[config.mk]
export PLATFORM = sky130hd
export DESIGN_NAME = utf_codepoint_transcoder_top
export DESIGN_NICKNAME = d
export VERILOG_FILES = /design/src/rtl/utfct_pkg.sv /design/src/rtl/utfct_front.sv /design/src/rtl/utfct_queue.sv /design/src/rtl/utfct_back.sv /design/src/rtl/utf_codepoint_transcoder_top.sv
export VERILOG_INCLUDE_DIRS = /design/src /design/src/rtl
export SDC_FILE = /design/constraint.sdc
export NUM_CORES = 1
export LEC_CHECK = 0
export BUFFER_PORTS_ARGS = -buffer_cell sky130_fd_sc_hd__buf_2
export CAP_MARGIN = 20
export CORE_MARGIN = 3
export CORE_UTILIZATION = 45
export CTS_CLUSTER_SIZE = 28
export DETAILED_ROUTE_END_ITERATION = 10
export GPL_ROUTABILITY_DRIVEN = 0
export GPL_TIMING_DRIVEN = 1
export PLACE_DENSITY = 0.66
export SYNTH_ARGS = -nofsm -noshare
export SYNTH_HDL_FRONTEND = slang
export SYNTH_SLANG_ARGS = --single-unit
[constraint.sdc]
create_clock -name clk -period 4.09 [get_ports clk]
set_clock_uncertainty 0.1 [all_clocks]
set_input_delay 0.2045 -clock clk [delete_from_list [all_inputs] [get_ports clk]]
set_output_delay 0.2045 -clock clk [all_outputs]
set_load 0.01 [all_outputs]
[src/rtl/utf_codepoint_transcoder_top_macros.svh]
// Assertion helpers for the transcoder
`ifndef UTF_CODEPOINT_TRANSCODER_TOP_MACROS_SVH
`define UTF_CODEPOINT_TRANSCODER_TOP_MACROS_SVH

// same-cycle implication, checked outside reset
`define UTFCT_ASSERT_SAME(label, ante, cons) \
  label: assert property (@(posedge clk) disable iff (!rst_n) (ante) |-> (cons)) \
    else $error("utfct: same-cycle check failed");

// delayed implication, checked outside reset
`define UTFCT_ASSERT_LAT2(label, ante, cons) \
  label: assert property (@(posedge clk) disable iff (!rst_n) (ante) |-> ##2 (cons)) \
    else $error("utfct: latency check failed");

`endif

[src/rtl/utfct_pkg.sv]
package utfct_pkg;

  // operation codes
  localparam logic [2:0] OP_U8TO32  = 3'd0;
  localparam logic [2:0] OP_U32TO8  = 3'd1;
  localparam logic [2:0] OP_U16TO32 = 3'd2;
  localparam logic [2:0] OP_U32TO16 = 3'd3;
  localparam logic [2:0] OP_U8TO16  = 3'd4;
  localparam logic [2:0] OP_U16TO8  = 3'd5;

  // target encodings
  localparam logic [1:0] FMT_U32 = 2'd0;
  localparam logic [1:0] FMT_U8  = 2'd1;
  localparam logic [1:0] FMT_U16 = 2'd2;

  localparam logic [20:0] CP_MAX = 21'h10FFFF;

  typedef struct packed {
    logic [2:0]  operation;
    logic [31:0] code_in;
  } in_item_t;

  typedef struct packed {
    logic [31:0] code_out;
    logic [2:0]  unit_count;
    logic        conv_error;
  } out_item_t;

  // classified item: decoded code point and target encoding
  typedef struct packed {
    logic        ok;
    logic [1:0]  fmt;
    logic [20:0] cp;
  } cls_item_t;

  // queue status toward the front end
  typedef struct packed {
    logic empty;
    logic full;
  } q_stat_t;

endpackage

[src/rtl/utfct_front.sv]
module utfct_front (
  input  utfct_pkg::in_item_t  item,
  output utfct_pkg::cls_item_t cls
);
  import utfct_pkg::*;

  logic [31:0] w;
  logic [1:0]  pos;
  logic [7:0]  lead;
  logic [2:0]  len8;
  logic        lead_ok;
  logic [20:0] cp8;
  logic        ok8;
  logic [15:0] hi16;
  logic [15:0] lo16;
  logic [20:0] cp16;
  logic        ok16;
  logic        ok32;

  assign w    = item.code_in;
  assign hi16 = w[31:16];
  assign lo16 = w[15:0];

  // UTF-8: lead byte is the highest nonzero byte
  always_comb begin
    if (w[31:24] != 8'h00)      pos = 2'd3;
    else if (w[23:16] != 8'h00) pos = 2'd2;
    else if (w[15:8] != 8'h00)  pos = 2'd1;
    else                        pos = 2'd0;
    lead = w[8*pos +: 8];
  end

  always_comb begin
    lead_ok = 1'b1;
    len8    = 3'd1;
    case (lead) inside
      [8'h00:8'h7F]: len8 = 3'd1;
      [8'hC2:8'hDF]: len8 = 3'd2;
      [8'hE0:8'hEF]: len8 = 3'd3;
      [8'hF0:8'hF7]: len8 = 3'd4;
      default:       lead_ok = 1'b0;
    endcase
  end

  always_comb begin
    case (pos)
      2'd0:    cp8 = {13'd0, lead};
      2'd1:    cp8 = {10'd0, lead[4:0], w[5:0]};
      2'd2:    cp8 = {5'd0, lead[3:0], w[13:8], w[5:0]};
      default: cp8 = {lead[2:0], w[21:16], w[13:8], w[5:0]};
    endcase
    ok8 = lead_ok && (len8 == ({1'b0, pos} + 3'd1)) && (cp8 <= CP_MAX) &&
          !(cp8[20:11] == 10'b00000_11011);
  end

  // UTF-16: one unit or a high/low surrogate pair
  always_comb begin
    if (hi16 == 16'h0000) begin
      ok16 = !(lo16 inside {[16'hD800:16'hDFFF]});
      cp16 = {5'd0, lo16};
    end else begin
      ok16 = (hi16 inside {[16'hD800:16'hDBFF]}) && (lo16 inside {[16'hDC00:16'hDFFF]});
      cp16 = {1'b0, hi16[9:0], lo16[9:0]} + 21'h10000;
    end
  end

  // UTF-32: range and surrogate check
  assign ok32 = (w <= {11'd0, CP_MAX}) && !(w[20:11] == 10'b00000_11011);

  // classify by operation
  always_comb begin
    cls.ok  = 1'b0;
    cls.fmt = FMT_U32;
    cls.cp  = w[20:0];
    case (item.operation)
      OP_U8TO32: begin
        cls.ok = ok8; cls.fmt = FMT_U32; cls.cp = cp8;
      end
      OP_U8TO16: begin
        cls.ok = ok8; cls.fmt = FMT_U16; cls.cp = cp8;
      end
      OP_U16TO32: begin
        cls.ok = ok16; cls.fmt = FMT_U32; cls.cp = cp16;
      end
      OP_U16TO8: begin
        cls.ok = ok16; cls.fmt = FMT_U8; cls.cp = cp16;
      end
      OP_U32TO8: begin
        cls.ok = ok32; cls.fmt = FMT_U8;
      end
      OP_U32TO16: begin
        cls.ok = ok32; cls.fmt = FMT_U16;
      end
      default: cls.ok = 1'b0;
    endcase
  end

endmodule

[src/rtl/utfct_queue.sv]
module utfct_queue #(
  parameter int DEPTH = 2
) (
  input  logic                 clk,
  input  logic                 rst_n,
  input  logic                 push,
  input  utfct_pkg::cls_item_t push_data,
  input  logic                 pop,
  output utfct_pkg::cls_item_t head,
  output utfct_pkg::q_stat_t   stat
);
  import utfct_pkg::*;

  localparam int CW = $clog2(DEPTH + 1);

  cls_item_t       ent_r   [DEPTH];
  cls_item_t       ent_nxt [DEPTH];
  logic [CW-1:0]   cnt_r;
  logic [CW-1:0]   cnt_nxt;
  logic [CW-1:0]   wr_idx;
  logic            do_pop;
  logic            do_push;

  assign stat.empty = (cnt_r == '0);
  assign stat.full  = (cnt_r == CW'(DEPTH));
  assign head       = ent_r[0];
  assign do_pop     = pop && !stat.empty;
  assign do_push    = push && !stat.full;
  assign wr_idx     = cnt_r - CW'(do_pop);

  // shift toward the head on pop, then drop the new beat at the tail
  always_comb begin
    for (int i = 0; i < DEPTH; i++) begin
      if (do_pop && (i + 1 < DEPTH)) ent_nxt[i] = ent_r[(i + 1) % DEPTH];
      else                           ent_nxt[i] = ent_r[i];
      if (do_push && (CW'(i) == wr_idx)) ent_nxt[i] = push_data;
    end
    cnt_nxt = cnt_r + CW'(do_push) - CW'(do_pop);
  end

  always_ff @(posedge clk) begin
    if (!rst_n) begin
      cnt_r <= '0;
    end else begin
      cnt_r <= cnt_nxt;
    end
  end

  always_ff @(posedge clk) begin
    for (int i = 0; i < DEPTH; i++) ent_r[i] <= ent_nxt[i];
  end

endmodule

[src/rtl/utfct_back.sv]
module utfct_back (
  input  logic                 clk,
  input  logic                 rst_n,
  input  logic                 in_valid,
  input  utfct_pkg::cls_item_t cls,
  output logic                 out_valid,
  output utfct_pkg::out_item_t out_data
);
  import utfct_pkg::*;

  logic        valid_r;
  out_item_t   res_r;
  out_item_t   res_nxt;
  logic [20:0] cp;
  logic [19:0] off;

  assign cp  = cls.cp;
  assign off = 20'(cp - 21'h10000);

  // encode the code point in the target format
  always_comb begin
    res_nxt.code_out   = '0;
    res_nxt.unit_count = 3'd0;
    res_nxt.conv_error = 1'b1;
    if (cls.ok) begin
      res_nxt.conv_error = 1'b0;
      case (cls.fmt)
        FMT_U32: begin
          res_nxt.code_out   = {11'd0, cp};
          res_nxt.unit_count = 3'd1;
        end
        FMT_U8: begin
          if (cp < 21'h80) begin
            res_nxt.code_out   = {11'd0, cp};
            res_nxt.unit_count = 3'd1;
          end else if (cp < 21'h800) begin
            res_nxt.code_out   = {16'd0, 3'b110, cp[10:6], 2'b10, cp[5:0]};
            res_nxt.unit_count = 3'd2;
          end else if (cp < 21'h10000) begin
            res_nxt.code_out   = {8'd0, 4'b1110, cp[15:12], 2'b10, cp[11:6],
                                  2'b10, cp[5:0]};
            res_nxt.unit_count = 3'd3;
          end else begin
            res_nxt.code_out   = {5'b11110, cp[20:18], 2'b10, cp[17:12],
                                  2'b10, cp[11:6], 2'b10, cp[5:0]};
            res_nxt.unit_count = 3'd4;
          end
        end
        FMT_U16: begin
          if (cp < 21'h10000) begin
            res_nxt.code_out   = {11'd0, cp};
            res_nxt.unit_count = 3'd1;
          end else begin
            res_nxt.code_out   = {6'b110110, off[19:10], 6'b110111, off[9:0]};
            res_nxt.unit_count = 3'd2;
          end
        end
        default: begin
          res_nxt.conv_error = 1'b1;
        end
      endcase
    end
  end

  always_ff @(posedge clk) begin
    if (!rst_n) begin
      valid_r <= 1'b0;
    end else begin
      valid_r <= in_valid;
    end
  end

  always_ff @(posedge clk) begin
    if (in_valid) res_r <= res_nxt;
  end

  assign out_valid = valid_r;
  assign out_data  = res_r;

endmodule

[src/rtl/utf_codepoint_transcoder_top.sv]
// UTF-8 / UTF-16 / UTF-32 single-character transcoder.
// Input: drive in_data (operation, code_in packed right-aligned) with start high;
//   the beat is taken at a rising edge where start is high and busy is low.
// Output: out_valid strobes for exactly one cycle with out_data (code_out,
//   unit_count, conv_error); the receiver must take it in that cycle.
// Structure: the front end decodes and checks the source into a code point,
//   a small queue holds classified beats, the back end encodes and registers.
// Path: an accepted beat is written into the queue, and the back end registers
//   its encoded result from the queue head; out_valid is registered alongside it.
// Throughput: one character per cycle; the back end drains one queue entry
//   every cycle, so the queue never fills and busy stays low in use.
// Busy rises only if the queue is full (QUEUE_DEPTH entries).
// Reset (synchronous, rst_n low) empties the queue and drops the output strobe;
//   no beat in flight survives it.
// Errors give code_out 0, unit_count 0 and conv_error 1.
module utf_codepoint_transcoder_top #(
  parameter int QUEUE_DEPTH = 2
) (
  input  logic                 clk,
  input  logic                 rst_n,
  input  logic                 start,
  output logic                 busy,
  input  utfct_pkg::in_item_t  in_data,
  output logic                 out_valid,
  output utfct_pkg::out_item_t out_data
);
  import utfct_pkg::*;

  `include "utf_codepoint_transcoder_top_macros.svh"

  cls_item_t cls;
  cls_item_t head;
  q_stat_t   qstat;
  logic      accept;

  assign busy   = qstat.full;
  assign accept = start && !qstat.full;

  // decode and classify
  utfct_front u_front (
    .item (in_data),
    .cls  (cls)
  );

  // decoupling queue
  utfct_queue #(
    .DEPTH (QUEUE_DEPTH)
  ) u_queue (
    .clk       (clk),
    .rst_n     (rst_n),
    .push      (accept),
    .push_data (cls),
    .pop       (!qstat.empty),
    .head      (head),
    .stat      (qstat)
  );

  // encode and register
  utfct_back u_back (
    .clk       (clk),
    .rst_n     (rst_n),
    .in_valid  (!qstat.empty),
    .cls       (head),
    .out_valid (out_valid),
    .out_data  (out_data)
  );

  // checks
  `UTFCT_ASSERT_SAME(a_err_zero, out_valid && out_data.conv_error,
                     out_data.code_out == 32'd0 && out_data.unit_count == 3'd0)
  `UTFCT_ASSERT_SAME(a_ok_count, out_valid && !out_data.conv_error,
                     out_data.unit_count != 3'd0 && out_data.unit_count <= 3'd4)
  `UTFCT_ASSERT_LAT2(a_latency, start && !busy, out_valid)

endmodule

==> reports/summary.md, run 1 <==
* run status: complete, no violations
* relative contribution of sequential cells to total power: 55.1%
* total wire length after detailed routing: 12200 um
* HPWL after DPL: 9140 um
* number of inserted filler cells in the final layout: 962
* CP Data Required Time: 4100 ps
* total via count in the routed design: 4198
* chip width: 110 um
* post-placement setup slack: 510 ps
* number of H-tree branching levels: 3
* post-synth cell types: 64
* Synth warnings: 0
* cell leakage power: 2.23 nW
* number of antenna violations at the first check in global routing: 0
* DRC violations left: 0
* accumulated negative setup slack: 0 ps
* met1 GRT Util: 27.4%
* mean instance size in the synthesized netlist: 10.3 um^2
* post-layout worst setup margin: 822 ps
* switching share of power: 24.9%
* P_sw: 482 uW
* cell types occupying the most area after synthesis: sky130_fd_sc_hd__edfxtp_1 (50%), sky130_fd_sc_hd__nand2_1 (4.1%), sky130_fd_sc_hd__a21oi_1 (3.3%)
* met2 usage in global routing: 33.4%
* Internal: 1.45 mW
* Worst Setup Path Type: primary input to flop
* final count of pins violating max slew: 0
* kind of capture point of the worst setup path: flop
* max-capacitance violation count: 0
* crit share post-route: 79.9%
* maximum number of pins on one net before global-route repair: 35
* floorplan row count: 37
* DR pass1 iterations: 6
* vertical extent of the die: 110 um
* path category of the worst min-delay check: primary input to flop
* antenna viol nets, final: 0
* flip-flop cell with the highest count after synthesis: sky130_fd_sc_hd__edfxtp_1
* count of flip-flops with a built-in enable after synthesis: 81
* met3 Use GR: 5.11%
* power density normalized to cell area: 346 nW/um^2
* biggest area consumer among synthesized cells: sky130_fd_sc_hd__edfxtp_1
* hold path depth: 2
* master cell of the clock root buffer: sky130_fd_sc_hd__clkbuf_8
* share of the yosys chip area belonging to registers: 51.6%
* Initial Util: 46.5%
* final-report hold violation count: 0
* fraction of final layout cells sized beyond drive strength 1: 21.2%
* full die area: 12000 um^2
* worst slew margin relative to its limit: 32.3%
* highest clock rate: 306 MHz
* initial detailed-routing violation count: 405
* remaining global-route overflow: 0
* io pins: 76
* count of cells along the worst register-to-register path: 8
* DR WL/cell: 17.6 um
* Core Region: 10400 um^2
* total clock buffers created by CTS: 9
* shortest clock period the worst path allows after layout: 3270 ps
* via count of the first global-routing pass: 3834
* endpoint arrival time on the critical path: 3270 ps
* startpoint types: primary input
* count of endpoints failing setup in the final report: 0
* async set-or-reset flop fraction in the synthesized netlist: 0%
* area growth from synthesis to layout: 15.7%
* fraction of post-synthesis cell area in the top cell type by area: 50.4%
* clk sink count: 84
* # diodes: 0
* instance count of the mapped netlist: 468
* clock latency on the worst-skew pair: 350 ps
* CP Max Fanout: 7
* part of the total power dissipated in combinational logic: 14.8%
* Clock transition at path regs: 80 ps
* clock power share: 30.1%
* average via count per standard cell: 6.02
* number of buffers added on ports: 75
* global-route wire length before repair: 19400 um
* worst slew pin tran: 1010 ps
* NumNets Final: 602
* Setup Fix Bufs, Post-CTS: 0
* most congested layer reported by global routing: met2
* total routing usage reported by global routing: 21.2%
* RSZ-0062 raised after global routing: false
* count of state elements after synthesis: 84
* clk buf depth: 2
* VDD IR-drop max: 0.151 mV
* Syn Std Cell Area: 4830 um^2
* CTS tree: done
## worst max-delay path: stages
cell and delay, ps:
sky130_fd_sc_hd__buf_2 140, sky130_fd_sc_hd__or4_1 600, sky130_fd_sc_hd__or2_1 310, sky130_fd_sc_hd__a21oi_2 220, sky130_fd_sc_hd__clkinv_2 160, sky130_fd_sc_hd__ha_1 230
sky130_fd_sc_hd__or2_2 360, sky130_fd_sc_hd__or3_1 430, sky130_fd_sc_hd__o21ai_0 200, sky130_fd_sc_hd__o21ai_0 130, sky130_fd_sc_hd__mux2_2 290
## registers in the layout, summed over array words and instances (netlist names)
signal            flops
u_queue.ent_r        48
u_back.out_valid      1
u_queue.cnt_r         2
u_back.out_data      33
## layout make-up
cell class	instances	area (um^2)	share of cell area [%]
well taps	136	170	3.05
repair buffers	83	440	7.89
inverters	16	61.3	1.10
multi-input cells	362	2220	39.8
flip-flops and latches	84	2490	44.6
clock inverters	2	35.0	0.627
clock buffers	14	163	2.91
## layout by cell type, fill, tap and decap left out, drive strengths merged, types with 4 or more instances in the layout
| cell | instances |
|---|---|
| a21oi | 33 |
| a221o | 4 |
| a221oi | 4 |
| a222oi | 4 |
| a22o | 6 |
| a31oi | 11 |
| and2 | 10 |
| and3 | 9 |
| buf | 81 |
| clkbuf | 14 |
| conb | 24 |
| edfxtp | 81 |
| ha | 8 |
| inv | 15 |
| mux2 | 13 |
| mux2i | 5 |
| nand2 | 53 |
| nand2b | 12 |
| nand3 | 7 |
| nand4 | 6 |
| nor2 | 32 |
| nor2b | 10 |
| nor3 | 11 |
| nor4 | 11 |
| o211ai | 6 |
| o21ai | 27 |
| o311a | 4 |
| or2 | 5 |
| or3 | 5 |
| or4 | 7 |
## layer usage
| metal | part of all wire [%] | wire [um] |
|---|---|---|
| met4 | 3.9 | 482 |
| met5 | 0 | 0 |
| met3 | 11 | 1310 |
| met1 | 39 | 4800 |
| met2 | 46 | 5650 |
## power by group through the flow
stage	combinational, mW	clock (mW)	sequential (mW)
3_5_place_dp	0.278	0	1.08
6_report	0.286	0.582	1.07
5_1_grt	0.316	0.644	1.07
3_3_place_gp	0.276	0	1.08
2_1_floorplan	0.185	0	1.07
4_1_cts	0.281	0.602	1.06
## per-stage QoR
| stage | cells | utilization [%] | instance area [um^2] | hold WS, ps | power [mW] |
|---|---|---|---|---|---|
| floorplan | 491 | - | 4910 | 222 | 1.26 |
| global placement | 679 | 51.7 | 5370 | 334 | 1.36 |
| detailed placement | 679 | 51.7 | 5370 | 339 | 1.36 |
| CTS | 697 | 53.8 | 5580 | 127 | 1.95 |
| global route | 697 | 53.8 | 5580 | 144 | 2.03 |
| finish | 697 | 53.8 | 5580 | 145 | 1.93 |
## final timing paths
check / from / endpoint / slack, ps
worst max register to register: u_queue.ent_r[0][20] / u_back.out_data[17] / 1540
worst max-delay path: in_data[9] / u_queue.ent_r[0][5] / 820
worst min-delay path: in_data[33] / u_queue.ent_r[0][45] / 150
worst min register to register: u_queue.ent_r[0][28] / u_queue.ent_r[0][4] / 420
## synth_stat cells (4+ instances only)
library cell               number
sky130_fd_sc_hd__nor3_1        10
sky130_fd_sc_hd__nand3_1        7
sky130_fd_sc_hd__a222oi_1       4
sky130_fd_sc_hd__edfxtp_1      81
sky130_fd_sc_hd__or3_1          5
sky130_fd_sc_hd__inv_1         15
sky130_fd_sc_hd__nand4_1        6
sky130_fd_sc_hd__a22o_1         6
sky130_fd_sc_hd__o21ai_0       24
sky130_fd_sc_hd__mux2_2        13
sky130_fd_sc_hd__and2_1         9
sky130_fd_sc_hd__nand2b_1      12
sky130_fd_sc_hd__nor2b_1       10
sky130_fd_sc_hd__nor2_1        32
sky130_fd_sc_hd__and3_1         9
sky130_fd_sc_hd__mux2i_1        5
sky130_fd_sc_hd__ha_1           8
sky130_fd_sc_hd__o311a_1        4
sky130_fd_sc_hd__o211ai_1       5
sky130_fd_sc_hd__a221o_1        4
sky130_fd_sc_hd__or2_2          4
sky130_fd_sc_hd__nand2_1       53
sky130_fd_sc_hd__nor4_1        10
sky130_fd_sc_hd__a221oi_1       4
sky130_fd_sc_hd__or4_1          6
sky130_fd_sc_hd__a31oi_1       11
sky130_fd_sc_hd__clkbuf_1      22
sky130_fd_sc_hd__a21oi_1       32
## what timing repair did
item / 4_1_cts / 5_1_grt
hold buffers: 2 / 0
resized for setup: 0 / 0
endpoints found under the hold margin: 2 / 0
## cell families (layout without fill, tap and decap cells)
logic type | after synthesis | in the layout | share of synthesized area (%)
adder cells (fa/ha/maj) | 8 | 8 | 2.07
AO/OA/AOI/OAI | 123 | 123 | 17.3
flip-flops | 84 | 84 | 51.6
multiplexers | 18 | 18 | 4.07
other | 1 | 24 | 0.0777
XOR/XNOR | 2 | 2 | 0.363
AND/OR/NAND/NOR | 187 | 187 | 20.4
buffers and inverters | 45 | 115 | 4.12
(Power assumes the default switching activity.)
==> inputs of run 2 (changes only) <==
Settings changed: PLACE_DENSITY 0.66 to 0.68.
Clock period 4.09 ns to 2.95 ns, I/O delays scaled along.
==> reports/summary.md, run 2 (synthesis results as in run 1) <==
* run status: complete, no violations
* clk buf depth: 2
* combined area of the multi-input logic cells: 2250 um^2
* fraction of final layout cells sized beyond drive strength 1: 27.6%
* clock power share: 31.4%
* worst hold slack: 91.3 ps
* most frequent standard cell in the layout excluding fill and tap cells: sky130_fd_sc_hd__edfxtp_1
* area growth from synthesis to layout: 23.6%
* worst slew pin tran: 992 ps
* NumNets Final: 646
* total clock buffers created by CTS: 9
* cell leakage power: 2.45 nW
* Clock transition at path regs: 80 ps
* remaining global-route overflow: 0
* floorplan row count: 37
* Internal: 2.08 mW
* count of endpoints failing setup in the final report: 0
* total routing usage reported by global routing: 21.8%
* DR WL/cell: 17.0 um
* Core Region: 10400 um^2
* endpoint of the worst setup timing path: u_queue.ent_r[0][5]
* flip-flop count of the largest register after layout: 48
* maximum number of pins on one net before global-route repair: 35
* shortest clock period the worst path allows after layout: 2680 ps
* HPWL after DPL: 9520 um
* CTS tree: done
* max-capacitance violation count: 0
* # diodes: 0
* launch instance of the worst register-to-register path: u_queue.ent_r[0][19]
* crit share post-route: 90.9%
* DR pass1 iterations: 5
* average via count per standard cell: 5.79
* Worst R2R End: u_back.out_data[17]
* top sig layer: met4
* commonest non-fill, non-tap cells in the layout: sky130_fd_sc_hd__edfxtp_1 (81), sky130_fd_sc_hd__buf_2 (75), sky130_fd_sc_hd__nand2_1 (53), sky130_fd_sc_hd__buf_4 (50)
* io pins: 76
* antenna viol nets, final: 0
* final-report hold violation count: 0
* largest registers: u_queue.ent_r: 48 flops, u_back.out_data: 33 flops, u_queue.cnt_r: 2 flops
* clock latency on the worst-skew pair: 340 ps
* chip width: 110 um
* count of cells along the worst register-to-register path: 8
* DRC violations left: 0
* power density normalized to cell area: 467 nW/um^2
* via count of the first global-routing pass: 4054
* relative contribution of sequential cells to total power: 52.9%
* Reg2Reg Setup Slack: 490 ps
* Initial Util: 46.5%
* initial detailed-routing violation count: 362
* total wire length after detailed routing: 12600 um
* master cell of the clock root buffer: sky130_fd_sc_hd__clkbuf_8
* number of H-tree branching levels: 3
* final cell utilization of the core: 57.5%
* path category of the worst min-delay check: primary input to flop
* clk sink count: 84
* RSZ-0062 raised after global routing: false
* startpoint types: primary input
* worst slew margin relative to its limit: 33.9%
* total via count in the routed design: 4291
* vertical extent of the die: 110 um
* switching share of power: 25.4%
* endpoint arrival time on the critical path: 2680 ps
* routed length on met1: 5080 um
* number of antenna violations at the first check in global routing: 0
* kind of capture point of the worst setup path: flop
* met2 wire len: 5680 um
* Largest Register: u_queue.ent_r
* Setup Fix Bufs, Post-CTS: 0
* CP Max Fanout: 6
* highest clock rate: 373 MHz
* number of buffers added on ports: 75
* P_sw: 708 uW
* global-route wire length before repair: 20200 um
* sequential cell area in the final layout: 2490 um^2
* full die area: 12000 um^2
* CP Data Required Time: 2950 ps
* Worst Setup Path Type: primary input to flop
* part of the total power dissipated in combinational logic: 15.7%
* final count of pins violating max slew: 0
* VDD IR-drop max: 0.293 mV
* worst setup path start: in_data[15]
* detailed route wirelength on metal3: 1200 um
* number of inserted filler cells in the final layout: 920
==> run 2: layer usage <==
| metal | global-route usage (%) | up-vias |
|---|---|---|
| met1 | 27.7 | 1935 |
| met2 | 33.7 | 276 |
| met5 | 0 | - |
| met4 | 13.0 | 0 |
| li1 | - | 2023 |
| met3 | 5.17 | 57 |
==> run 2: power by group through the flow <==
stage	sequential [mW]	combinational [mW]	clock (mW)
detailed placement	1.50	0.424	0
floorplan	1.49	0.257	0
global placement	1.50	0.416	0
finish	1.47	0.437	0.875
CTS	1.47	0.431	0.897
global route	1.48	0.481	0.965
==> run 2: worst min path at each step <==
| stage | slack [ps] | depth (start not counted) | endpoint | startpoint |
|---|---|---|---|---|
| after floorplan | 170 | 1 | u_queue.cnt_r[0] | rst_n |
| after global placement | 280 | 2 | u_queue.cnt_r[0] | rst_n |
| after detailed placement | 290 | 2 | u_queue.cnt_r[0] | rst_n |
| after CTS | 80 | 2 | u_queue.ent_r[0][45] | in_data[33] |
| after global routing | 90 | 2 | u_queue.ent_r[0][45] | in_data[33] |
| final | 90 | 2 | u_queue.ent_r[0][45] | in_data[33] |
==> run 2: worst max-delay path: stages <==
cell and delay (ps):
sky130_fd_sc_hd__buf_2 100, sky130_fd_sc_hd__or4_4 520, sky130_fd_sc_hd__or2_4 280, sky130_fd_sc_hd__a21oi_4 210, sky130_fd_sc_hd__clkinv_4 90, sky130_fd_sc_hd__ha_4 180
sky130_fd_sc_hd__or2_4 220, sky130_fd_sc_hd__or3_1 410, sky130_fd_sc_hd__o21ai_1 150, sky130_fd_sc_hd__o21ai_1 90, sky130_fd_sc_hd__mux2_2 270
==> run 2: final cells by class <==
class                   count  area share (%)
clock buffers              10            2.14
multi-input cells         362            37.7
well taps                 136            2.85
clock inverters             6            1.47
flip-flops and latches     84            41.8
repair buffers            127            12.9
inverters                  16            1.09
==> run 2: stage by stage <==
stage               setup WS [ps]  TNS (ps)  area [um^2]  cells  total power [mW]
detailed placement          -90.0      -158         5730    723              1.92
floorplan                    -200      -616         4970    491              1.74
finish                        270         0         5960    741              2.79
CTS                           284         0         5960    741              2.80
global route                  171         0         5960    741              2.93
global placement            -45.1     -45.1         5730    723              1.91
==> run 2: what timing repair did <==
| item | CTS | global route |
|---|---|---|
| hold buffers | 2 | 0 |
| gates resized for setup | 0 | 0 |
| hold endpoints to repair | 3 | 0 |
